--- src/sv/gyro_rate_to_speed_and_leds_defines.svh ---
// Assertion macros used by the top module.
`ifndef GYRO_RATE_TO_SPEED_AND_LEDS_DEFINES_SVH
`define GYRO_RATE_TO_SPEED_AND_LEDS_DEFINES_SVH

`ifndef SYNTHESIS
`define GRSL_ASSERT_IMP(lbl, ante, cons) \
  lbl: assert property (@(posedge clk_i) disable iff (!rst_ni) (ante) |-> (cons)) \
    else $error("assertion failed");
`define GRSL_ASSERT_NXT(lbl, ante, cons) \
  lbl: assert property (@(posedge clk_i) disable iff (!rst_ni) (ante) |=> (cons)) \
    else $error("assertion failed");
`else
`define GRSL_ASSERT_IMP(lbl, ante, cons)
`define GRSL_ASSERT_NXT(lbl, ante, cons)
`endif

`endif

--- src/sv/grsl_pkg.sv ---
package grsl_pkg;

  localparam int RateW   = 16;
  localparam int AbsW    = 16;
  localparam int SumW    = 32;
  localparam int SqSteps = AbsW / 2;
  localparam int SqCntW  = $clog2(SqSteps);

  localparam int MagW    = 20;
  localparam int RadW    = 2 * MagW;
  localparam int RemW    = MagW + 1;
  localparam int RtCntW  = $clog2(MagW);

  localparam int SpeedW  = 7;
  localparam int NumW    = MagW + SpeedW;
  localparam int DvCntW  = $clog2(SpeedW);
  localparam logic [SpeedW-1:0] SpeedMax = 7'd100;

  localparam int LedOutW  = 8;
  localparam int LedCount = 8;
  localparam int LedHalf  = LedCount / 2;
  localparam int LedLimit = (LedCount < LedOutW) ? LedCount : LedOutW;
  localparam int BarW     = $clog2(LedCount + 1);
  localparam logic [LedOutW-1:0] LedMask = LedOutW'((32'd1 << LedLimit) - 32'd1);
  localparam int ScaledW  = 12;

  localparam int CfgIdxW  = 2;
  localparam int CfgDataW = 20;
  localparam int AxThrW   = 16;

  localparam logic [CfgIdxW-1:0] CfgSpeedLow  = 2'd0;
  localparam logic [CfgIdxW-1:0] CfgSpeedHigh = 2'd1;
  localparam logic [CfgIdxW-1:0] CfgAxisLed   = 2'd2;
  localparam logic [CfgIdxW-1:0] CfgMagLed    = 2'd3;

  localparam logic [MagW-1:0]   RstSpeedLow  = 20'd914;
  localparam logic [MagW-1:0]   RstSpeedHigh = 20'd18286;
  localparam logic [AxThrW-1:0] RstAxisLed   = 16'd228;
  localparam logic [MagW-1:0]   RstMagLed    = 20'd9142;

  localparam int InDataW  = 48;
  localparam int OutDataW = 40;

endpackage

--- src/sv/grsl_sqsum.sv ---
module grsl_sqsum (
  input  logic                       clk_i,
  input  logic                       rst_ni,
  input  logic                       start_i,
  input  logic [grsl_pkg::AbsW-1:0]  ax_i,
  input  logic [grsl_pkg::AbsW-1:0]  ay_i,
  input  logic [grsl_pkg::AbsW-1:0]  az_i,
  output logic                       done_o,
  output logic [grsl_pkg::SumW-1:0]  sum_o
);

  logic [grsl_pkg::SumW-1:0]   mcand_q [3];
  logic [grsl_pkg::AbsW-1:0]   mplier_q [3];
  logic [grsl_pkg::SumW-1:0]   acc_q [3];
  logic [grsl_pkg::SumW-1:0]   pp [3];
  logic [grsl_pkg::AbsW-1:0]   operand [3];
  logic [grsl_pkg::SqCntW-1:0] cnt_q;
  logic                        busy_q;
  logic                        fold_q;
  logic                        done_q;
  logic [grsl_pkg::SumW-1:0]   sum_q;

  assign operand[0] = ax_i;
  assign operand[1] = ay_i;
  assign operand[2] = az_i;

  always_comb begin
    for (int l = 0; l < 3; l++) begin
      case (mplier_q[l][1:0])
        2'd0:    pp[l] = '0;
        2'd1:    pp[l] = mcand_q[l];
        2'd2:    pp[l] = mcand_q[l] << 1;
        default: pp[l] = (mcand_q[l] << 1) + mcand_q[l];
      endcase
    end
  end

  always_ff @(posedge clk_i or negedge rst_ni) begin
    if (!rst_ni) begin
      busy_q <= 1'b0;
      fold_q <= 1'b0;
      done_q <= 1'b0;
      cnt_q  <= '0;
    end else begin
      done_q <= fold_q;
      fold_q <= 1'b0;
      if (start_i) begin
        busy_q <= 1'b1;
        cnt_q  <= '0;
      end else if (busy_q) begin
        cnt_q <= cnt_q + 1'b1;
        if (cnt_q == grsl_pkg::SqCntW'(grsl_pkg::SqSteps - 1)) begin
          busy_q <= 1'b0;
          fold_q <= 1'b1;
        end
      end
    end
  end

  always_ff @(posedge clk_i) begin
    for (int l = 0; l < 3; l++) begin
      if (start_i) begin
        mcand_q[l]  <= grsl_pkg::SumW'(operand[l]);
        mplier_q[l] <= operand[l];
        acc_q[l]    <= '0;
      end else if (busy_q) begin
        acc_q[l]    <= acc_q[l] + pp[l];
        mcand_q[l]  <= mcand_q[l] << 2;
        mplier_q[l] <= mplier_q[l] >> 2;
      end
    end
    if (fold_q) begin
      sum_q <= acc_q[0] + acc_q[1] + acc_q[2];
    end
  end

  assign done_o = done_q;
  assign sum_o  = sum_q;

endmodule

--- src/sv/grsl_isqrt.sv ---
module grsl_isqrt (
  input  logic                       clk_i,
  input  logic                       rst_ni,
  input  logic                       start_i,
  input  logic [grsl_pkg::SumW-1:0]  sum_i,
  output logic                       done_o,
  output logic [grsl_pkg::MagW-1:0]  root_o
);

  logic [grsl_pkg::RadW-1:0]   rad_q;
  logic [grsl_pkg::RemW-1:0]   rem_q;
  logic [grsl_pkg::MagW-1:0]   root_q;
  logic [grsl_pkg::RtCntW-1:0] cnt_q;
  logic                        busy_q;
  logic                        done_q;
  logic [grsl_pkg::RemW+1:0]   rem_sh;
  logic [grsl_pkg::RemW+1:0]   trial;
  logic [grsl_pkg::RemW+1:0]   diff;
  logic                        fits;

  assign rem_sh = {rem_q, rad_q[grsl_pkg::RadW-1 -: 2]};
  assign trial  = {1'b0, root_q, 2'b01};
  assign fits   = rem_sh >= trial;
  assign diff   = rem_sh - trial;

  always_ff @(posedge clk_i or negedge rst_ni) begin
    if (!rst_ni) begin
      busy_q <= 1'b0;
      done_q <= 1'b0;
      cnt_q  <= '0;
    end else begin
      done_q <= 1'b0;
      if (start_i) begin
        busy_q <= 1'b1;
        cnt_q  <= '0;
      end else if (busy_q) begin
        cnt_q <= cnt_q + 1'b1;
        if (cnt_q == grsl_pkg::RtCntW'(grsl_pkg::MagW - 1)) begin
          busy_q <= 1'b0;
          done_q <= 1'b1;
        end
      end
    end
  end

  always_ff @(posedge clk_i) begin
    if (start_i) begin
      rad_q  <= grsl_pkg::RadW'(sum_i) << (grsl_pkg::RadW - grsl_pkg::SumW);
      rem_q  <= '0;
      root_q <= '0;
    end else if (busy_q) begin
      rad_q <= rad_q << 2;
      if (fits) begin
        rem_q  <= diff[grsl_pkg::RemW-1:0];
        root_q <= {root_q[grsl_pkg::MagW-2:0], 1'b1};
      end else begin
        rem_q  <= rem_sh[grsl_pkg::RemW-1:0];
        root_q <= {root_q[grsl_pkg::MagW-2:0], 1'b0};
      end
    end
  end

  assign done_o = done_q;
  assign root_o = root_q;

endmodule

--- src/sv/grsl_div.sv ---
module grsl_div (
  input  logic                        clk_i,
  input  logic                        rst_ni,
  input  logic                        start_i,
  input  logic [grsl_pkg::NumW-1:0]   num_i,
  input  logic [grsl_pkg::MagW-1:0]   den_i,
  output logic                        done_o,
  output logic [grsl_pkg::SpeedW-1:0] quo_o
);

  logic [grsl_pkg::NumW-1:0]   rem_q;
  logic [grsl_pkg::NumW-1:0]   dsh_q;
  logic [grsl_pkg::SpeedW-1:0] quo_q;
  logic [grsl_pkg::DvCntW-1:0] cnt_q;
  logic                        busy_q;
  logic                        done_q;
  logic                        fits;

  assign fits = rem_q >= dsh_q;

  always_ff @(posedge clk_i or negedge rst_ni) begin
    if (!rst_ni) begin
      busy_q <= 1'b0;
      done_q <= 1'b0;
      cnt_q  <= '0;
    end else begin
      done_q <= 1'b0;
      if (start_i) begin
        busy_q <= 1'b1;
        cnt_q  <= '0;
      end else if (busy_q) begin
        cnt_q <= cnt_q + 1'b1;
        if (cnt_q == grsl_pkg::DvCntW'(grsl_pkg::SpeedW - 1)) begin
          busy_q <= 1'b0;
          done_q <= 1'b1;
        end
      end
    end
  end

  always_ff @(posedge clk_i) begin
    if (start_i) begin
      rem_q <= num_i;
      dsh_q <= grsl_pkg::NumW'(den_i) << (grsl_pkg::SpeedW - 1);
      quo_q <= '0;
    end else if (busy_q) begin
      dsh_q <= dsh_q >> 1;
      if (fits) begin
        rem_q <= rem_q - dsh_q;
        quo_q <= {quo_q[grsl_pkg::SpeedW-2:0], 1'b1};
      end else begin
        quo_q <= {quo_q[grsl_pkg::SpeedW-2:0], 1'b0};
      end
    end
  end

  assign done_o = done_q;
  assign quo_o  = quo_q;

endmodule

--- src/sv/gyro_rate_to_speed_and_leds.sv ---
// Channel   Dir  Handshake                      Payload
// s_axis    in   s_axis_tvalid_i/tready_o       rate_x, rate_y, rate_z
// m_axis    out  m_axis_tvalid_o/tready_i       magnitude_q4, speed_percent, led_pattern
// cfg       in   cfg_valid_i/cfg_ready_o        cfg_index_i, cfg_data_i
// One sample at a time: radix-4 squaring, a fold of the three squares, the bit-serial
// square root, and the restoring divide only when the magnitude is in range, each unit
// handing off to the next, then a load into the output register.
// Reset loads default thresholds and clears the blink phase; no clearing pass.
// A held result waits in the output register; the next request is taken once it loads.
`include "gyro_rate_to_speed_and_leds_defines.svh"

module gyro_rate_to_speed_and_leds (
  input  logic                          clk_i,
  input  logic                          rst_ni,
  input  logic                          s_axis_tvalid_i,
  output logic                          s_axis_tready_o,
  input  logic [grsl_pkg::InDataW-1:0]  s_axis_tdata_i,  // rate_x, rate_y, rate_z
  output logic                          m_axis_tvalid_o,
  input  logic                          m_axis_tready_i,
  output logic [grsl_pkg::OutDataW-1:0] m_axis_tdata_o,  // magnitude_q4, speed_percent,
                                                         // led_pattern, zero pad
  input  logic                          cfg_valid_i,
  output logic                          cfg_ready_o,
  input  logic [grsl_pkg::CfgIdxW-1:0]  cfg_index_i,
  input  logic [grsl_pkg::CfgDataW-1:0] cfg_data_i
);

  localparam logic [2:0] StIdle = 3'd0;
  localparam logic [2:0] StSq   = 3'd1;
  localparam logic [2:0] StRt   = 3'd2;
  localparam logic [2:0] StSpd  = 3'd3;
  localparam logic [2:0] StDv   = 3'd4;
  localparam logic [2:0] StFin  = 3'd5;

  logic [2:0]                    state_q, state_d;
  logic [grsl_pkg::MagW-1:0]     low_q, high_q, magthr_q;
  logic [grsl_pkg::AxThrW-1:0]   axthr_q;
  logic                          blink_q;
  logic                          out_valid_q;
  logic [grsl_pkg::OutDataW-1:0] out_data_q;
  logic [grsl_pkg::MagW-1:0]     mag_q;
  logic [grsl_pkg::SpeedW-1:0]   speed_q;
  logic [2:0]                    axflag_q;

  logic                          in_fire;
  logic [grsl_pkg::RateW-1:0]    rx, ry, rz;
  logic [grsl_pkg::AbsW-1:0]     ax, ay, az;
  logic                          sq_done, rt_done, dv_done, dv_start;
  logic [grsl_pkg::SumW-1:0]     sq_sum;
  logic [grsl_pkg::MagW-1:0]     rt_root;
  logic [grsl_pkg::SpeedW-1:0]   dv_quo;
  logic [grsl_pkg::MagW-1:0]     span, offs;
  logic [grsl_pkg::NumW-1:0]     num;
  logic                          below, above, inrange;
  logic                          load;
  logic [grsl_pkg::ScaledW-1:0]  scaled;
  logic [grsl_pkg::BarW-1:0]     bar;
  logic [15:0]                   pat_w;
  logic [grsl_pkg::LedOutW-1:0]  led;
  logic [3:0]                    pairs;

  assign rx = s_axis_tdata_i[15:0];
  assign ry = s_axis_tdata_i[31:16];
  assign rz = s_axis_tdata_i[47:32];
  assign ax = rx[grsl_pkg::RateW-1] ? (~rx + 1'b1) : rx;
  assign ay = ry[grsl_pkg::RateW-1] ? (~ry + 1'b1) : ry;
  assign az = rz[grsl_pkg::RateW-1] ? (~rz + 1'b1) : rz;

  assign s_axis_tready_o = (state_q == StIdle);
  assign in_fire         = s_axis_tvalid_i && s_axis_tready_o;
  assign cfg_ready_o     = 1'b1;

  grsl_sqsum u_sqsum (
    .clk_i   (clk_i),
    .rst_ni  (rst_ni),
    .start_i (in_fire),
    .ax_i    (ax),
    .ay_i    (ay),
    .az_i    (az),
    .done_o  (sq_done),
    .sum_o   (sq_sum)
  );

  grsl_isqrt u_isqrt (
    .clk_i   (clk_i),
    .rst_ni  (rst_ni),
    .start_i (sq_done),
    .sum_i   (sq_sum),
    .done_o  (rt_done),
    .root_o  (rt_root)
  );

  assign below   = mag_q < low_q;
  assign above   = mag_q > high_q;
  assign inrange = !below && !above && (high_q > low_q);
  assign span    = high_q - low_q;
  assign offs    = mag_q - low_q;
  assign num     = (grsl_pkg::NumW'(offs) << 6) + (grsl_pkg::NumW'(offs) << 5)
                 + (grsl_pkg::NumW'(offs) << 2);
  assign dv_start = (state_q == StSpd) && inrange;

  grsl_div u_div (
    .clk_i   (clk_i),
    .rst_ni  (rst_ni),
    .start_i (dv_start),
    .num_i   (num),
    .den_i   (span),
    .done_o  (dv_done),
    .quo_o   (dv_quo)
  );

  assign load = (state_q == StFin) && (!out_valid_q || m_axis_tready_i);

  always_comb begin
    state_d = state_q;
    case (state_q)
      StIdle:  if (in_fire) state_d = StSq;
      StSq:    if (sq_done) state_d = StRt;
      StRt:    if (rt_done) state_d = StSpd;
      StSpd:   state_d = inrange ? StDv : StFin;
      StDv:    if (dv_done) state_d = StFin;
      StFin:   if (load) state_d = StIdle;
      default: state_d = StIdle;
    endcase
  end

  assign scaled = grsl_pkg::ScaledW'(speed_q) * grsl_pkg::ScaledW'(grsl_pkg::LedCount);
  assign pairs  = {axflag_q[2], mag_q > magthr_q, axflag_q[1], axflag_q[0]};

  always_comb begin
    bar = '0;
    for (int k = 1; k <= grsl_pkg::LedCount; k++) begin
      if (scaled >= grsl_pkg::ScaledW'(100 * k)) bar = grsl_pkg::BarW'(k);
    end
    pat_w = '0;
    for (int i = 0; i < grsl_pkg::LedCount; i++) begin
      pat_w[i] = (i < bar) && !(grsl_pkg::BarW'(i + 1) == bar && !blink_q);
    end
    for (int k = 0; k < 4; k++) begin
      if (pairs[k]) begin
        pat_w[k] = 1'b1;
        pat_w[k + grsl_pkg::LedHalf] = 1'b1;
      end
    end
    led = pat_w[grsl_pkg::LedOutW-1:0] & grsl_pkg::LedMask;
  end

  always_ff @(posedge clk_i or negedge rst_ni) begin
    if (!rst_ni) begin
      state_q     <= StIdle;
      low_q       <= grsl_pkg::RstSpeedLow;
      high_q      <= grsl_pkg::RstSpeedHigh;
      axthr_q     <= grsl_pkg::RstAxisLed;
      magthr_q    <= grsl_pkg::RstMagLed;
      blink_q     <= 1'b0;
      out_valid_q <= 1'b0;
    end else begin
      state_q <= state_d;
      if (cfg_valid_i && cfg_ready_o) begin
        case (cfg_index_i)
          grsl_pkg::CfgSpeedLow:  low_q    <= cfg_data_i;
          grsl_pkg::CfgSpeedHigh: high_q   <= cfg_data_i;
          grsl_pkg::CfgAxisLed:   axthr_q  <= cfg_data_i[grsl_pkg::AxThrW-1:0];
          grsl_pkg::CfgMagLed:    magthr_q <= cfg_data_i;
          default: ;
        endcase
      end
      if (load) begin
        out_valid_q <= 1'b1;
        blink_q     <= !blink_q;
      end else if (m_axis_tready_i) begin
        out_valid_q <= 1'b0;
      end
    end
  end

  always_ff @(posedge clk_i) begin
    if (in_fire) begin
      axflag_q <= {az > axthr_q, ay > axthr_q, ax > axthr_q};
    end
    if (rt_done) begin
      mag_q <= rt_root;
    end
    if (state_q == StSpd) begin
      speed_q <= (above && !below) ? grsl_pkg::SpeedMax : '0;
    end
    if (dv_done) begin
      speed_q <= dv_quo;
    end
    if (load) begin
      out_data_q <= grsl_pkg::OutDataW'({led, speed_q, mag_q});
    end
  end

  assign m_axis_tvalid_o = out_valid_q;
  assign m_axis_tdata_o  = out_data_q;

  `GRSL_ASSERT_IMP(a_speed_range, state_q == StFin, speed_q <= grsl_pkg::SpeedMax)
  `GRSL_ASSERT_IMP(a_sq_in_step, sq_done, state_q == StSq)
  `GRSL_ASSERT_IMP(a_rt_in_step, rt_done, state_q == StRt)
  `GRSL_ASSERT_NXT(a_blink_toggle, load, blink_q != $past(blink_q))

endmodule

--- config.mk ---
export PLATFORM = sky130hd
export DESIGN_NAME = gyro_rate_to_speed_and_leds
export DESIGN_NICKNAME = d
export VERILOG_FILES = /design/src/sv/grsl_pkg.sv /design/src/sv/grsl_sqsum.sv /design/src/sv/grsl_isqrt.sv /design/src/sv/grsl_div.sv /design/src/sv/gyro_rate_to_speed_and_leds.sv
export VERILOG_INCLUDE_DIRS = /design/src /design/src/sv
export SDC_FILE = /design/constraint.sdc
export NUM_CORES = 2
export LEC_CHECK = 0
export ABC_AREA = 0
export BUFFER_PORTS_ARGS = -buffer_cell sky130_fd_sc_hd__buf_2
export CAP_MARGIN = 20
export CORE_MARGIN = 2
export CORE_UTILIZATION = 55
export CTS_CLUSTER_SIZE = 12
export DETAILED_ROUTE_END_ITERATION = 10
export PLACE_DENSITY = 0.73
export SLEW_MARGIN = 20
export SYNTH_ARGS = -nofsm -noshare
export SYNTH_HDL_FRONTEND = slang
export SYNTH_HIERARCHICAL = 1
export SYNTH_SLANG_ARGS = --single-unit
--- constraint.sdc ---
create_clock -name clk_i -period 9.31 [get_ports clk_i]
set_clock_uncertainty 0.15 [all_clocks]
set_input_delay 1.3965 -clock clk_i [delete_from_list [all_inputs] [get_ports clk_i]]
set_output_delay 1.3965 -clock clk_i [all_outputs]
set_load 0.02 [all_outputs]
==> reports/results.ini <==
[cells_and_area]
nets = 5160
fin_cells = 5703
area_growth_pct = 8.67
drive_gt1_share_pct = 9.91

[clock_network]
insertion_delay_ns = 0.64
cts_hold_buf = 0
root_buffer = clkbuf_16
h-tree-depth = 3
cts_resized = 0
cts_made_buffers = 69
cts_buffer_depth = 3
post_cts_buffers = 0
path_clk_slew_ns = 0.06
cts_tree = built
clock-sinks = 569

[worst_setup_path]
start_kind = flip-flop
end_kind = flip-flop
cp_slowest_cell = a221oi_1
path_max_fanout = 5
crit_top_cell = a21oi_1
slowest_delay_ns = 0.52
arrival_ns = 6.79
critPathRequiredTime_ns = 9.49
crit_chain = ha_1, a21oi_1, o21ai_0, a221oi_1, o211ai_1, a2111o_1, a31oi_1, o21bai_1, a21oi_1, xnor2_1, mux2_2, a22o_1, ha_1, a21oi_1, o211ai_1, a221o_1, a221o_1, o311a_1, a2111oi_4, a21oi_1, a211oi_2, xnor3_1, nor2_1
worstReg2RegEnd = u_sqsum/acc_q[0][31]
worstReg2RegStart = u_sqsum/mcand_q[0][1]
critPathTopFamily = compound AO/OA/AOI/OAI gates
cp_num_buf_inv = 0
ff2ff_setup_slack_ns = 2.71
crit_type = reg2reg
r2r_cells = 23

[grt]
grt_max_degree = 102
first_global_vias = 32900
grt_pass1_wl_um = 184000
grt_remaining_overflow = 0
grt_antenna_before_repair = 7
grt_util_all_layers_pct = 28.3

[logic_synthesis]
synth_top_area_share_pct = 28.5
syn_inst = 4531
yosys.area_share.adder_pct = 15.0
synth_edf_count = 412
synth_ff_type = edfxtp_1
synth_top_family_by_area = compound AO/OA/AOI/OAI gates
yosysTopAreaCell = edfxtp_1
ys_ff_latch = 569
synth_area_leaders = edfxtp_1, ha_1, dfrtp_1
syn_area_um2 = 43500
ys_seq_area_share_pct = 36.9
yosysUniqueCellTypes = 101
synth-xor-area-share_pct = 6.01
yosysWarnings = 6
ys_async_sr_fraction_pct = 17.4
synthMuxAreaShare_pct = 4.75
synth_compound_area_share_pct = 19.3
yosys.area_share.simple_pct = 14.2
avgSynthCellArea_um2 = 9.60

[detailed_routing]
finalWirelength_um = 116000
dr.pass1.iters = 5
vias = 35000
ant_nets = 0
drc = 0
vias_per_cell = 6.14
wire_per_inst_um = 20.4
first_iter_violations = 2998

[outcome]
status = finished, final reports clean

[timing]
tightest_slew_ns = 1.20
drv_slew = 0
max_freq_mhz = 151
period_needed_ns = 6.60
tns_ns = 0
slew_headroom_pct = 19.2
setup_viol = 0
fin_crit_sh_pct = 70.9
rsz0062_at_grt = false
hold_violations = 0

[job]
maxCapViolations = 0

[floorplan]
initial_core_util_pct = 55.3
die_w_um = 285
fp-row-count = 103
dieHeight_um = 285
ioPinCount = 118
core_um2 = 78600
die-area_um2 = 81300

[worst_hold_path]
hold_path.class = reg2reg
min_to = u_sqsum/mplier_q[2][15]
min_from = u_sqsum/mplier_q[2][15]
whs_path_depth = 1

[placement]
placedCellCount = 5572
port_buffers = 111
dp_hpwl_um = 88300
gp_congestion = 0.934

## sequential cells by signal (all words and copies together), names as in the netlist, 16 cells and up
register / cells
axthr_q: 16
high_q: 20
low_q: 20
m_axis_tdata_o: 35
mag_q: 20
magthr_q: 20
u_div/dsh_q: 26
u_div/rem_q: 27
u_isqrt/rad_q: 32
u_isqrt/rem_q: 21
u_isqrt/root_o: 20
u_sqsum/acc_q: 96
u_sqsum/mcand_q: 96
u_sqsum/mplier_q: 48
u_sqsum/sum_o: 32
## Yosys cell counts (all sizes together), types with 72 or more instances
| cell type | number |
|---|---|
| a21o | 156 |
| a21oi | 312 |
| a22o | 78 |
| and2 | 96 |
| clkbuf | 118 |
| dfrtp | 73 |
| edfxtp | 412 |
| ha | 441 |
| inv | 271 |
| mux2 | 122 |
| nand2 | 437 |
| nand3 | 72 |
| nor2 | 337 |
| o21ai | 260 |
| xnor2 | 199 |
| xor2 | 97 |
## metal layers
metal	wire length, um	GRT usage (%)	vias up
met5	0	0	-
met4	3660	8.89	0
met3	7910	4.17	193
met2	51200	44.0	1181
met1	53500	40.8	16900
li1	-	-	16800
## cell type report
| class | count | area, um2 |
|---|---|---|
| multi-input combinational | 3540 | 25800 |
| timing repair buffer | 141 | 787 |
| clock buffer | 88 | 1880 |
| fill | 6644 | 31400 |
| clock inverter | 39 | 364 |
| sequential | 569 | 16000 |
| tap | 1050 | 1310 |
| inverter | 273 | 1030 |
| antenna | 3 | 7.51 |
## kinds of logic (layout without fill, tap and decap cells)
kind of cell,after synthesis,after routing
simple gates,1304,1304
compound gates,1249,1249
flops,569,569
fa+ha+maj,491,491
buf+inv,428,541
xor+xnor,297,297
mux,191,191
other cells,2,11
## metrics by stage
stage	area (um2)	hold slack (ns)	worst slack, ns	utilization [%]
2_1_floorplan	43500	0.274	2.06	-
3_3_place_gp	45000	0.314	2.87	57.2
3_5_place_dp	45000	0.314	2.79	57.2
4_1_cts	47200	0.334	2.74	60.1
5_1_grt	47200	0.349	2.30	60.1
6_report	47300	0.332	2.71	60.1
## cells in the final DEF (no fill, tap or decap), types with 71 or more instances in the layout
cell       instances
a21o_1           154
a21oi_1          307
a22o_1            78
and2_1            96
buf_2            110
clkbuf_16         71
dfrtp_1           71
edfxtp_1         412
ha_1             441
inv_1            269
mux2_2           122
nand2_1          437
nand3_1           72
nor2_1           333
o21ai_0          249
xnor2_1          199
xor2_1            97
## how the worst max path moves through the flow
stage,depth (start not counted),endpoint,slack [ns],from
detailed placement,23,u_sqsum/acc_q[0][31],2.79,u_sqsum/mcand_q[0][1]
global placement,23,u_sqsum/acc_q[0][31],2.87,u_sqsum/mcand_q[0][1]
CTS,23,u_sqsum/acc_q[0][31],2.74,u_sqsum/mcand_q[0][1]
floorplan,4,u_sqsum/acc_q[0][0],2.06,s_axis_tvalid_i
global route,23,u_sqsum/acc_q[0][31],2.30,u_sqsum/mcand_q[0][1]
finish,23,u_sqsum/acc_q[0][31],2.71,u_sqsum/mcand_q[0][1]
Power is not shown: default switching activity piles up to over one toggle a cycle in this logic, so the estimate is an artifact.
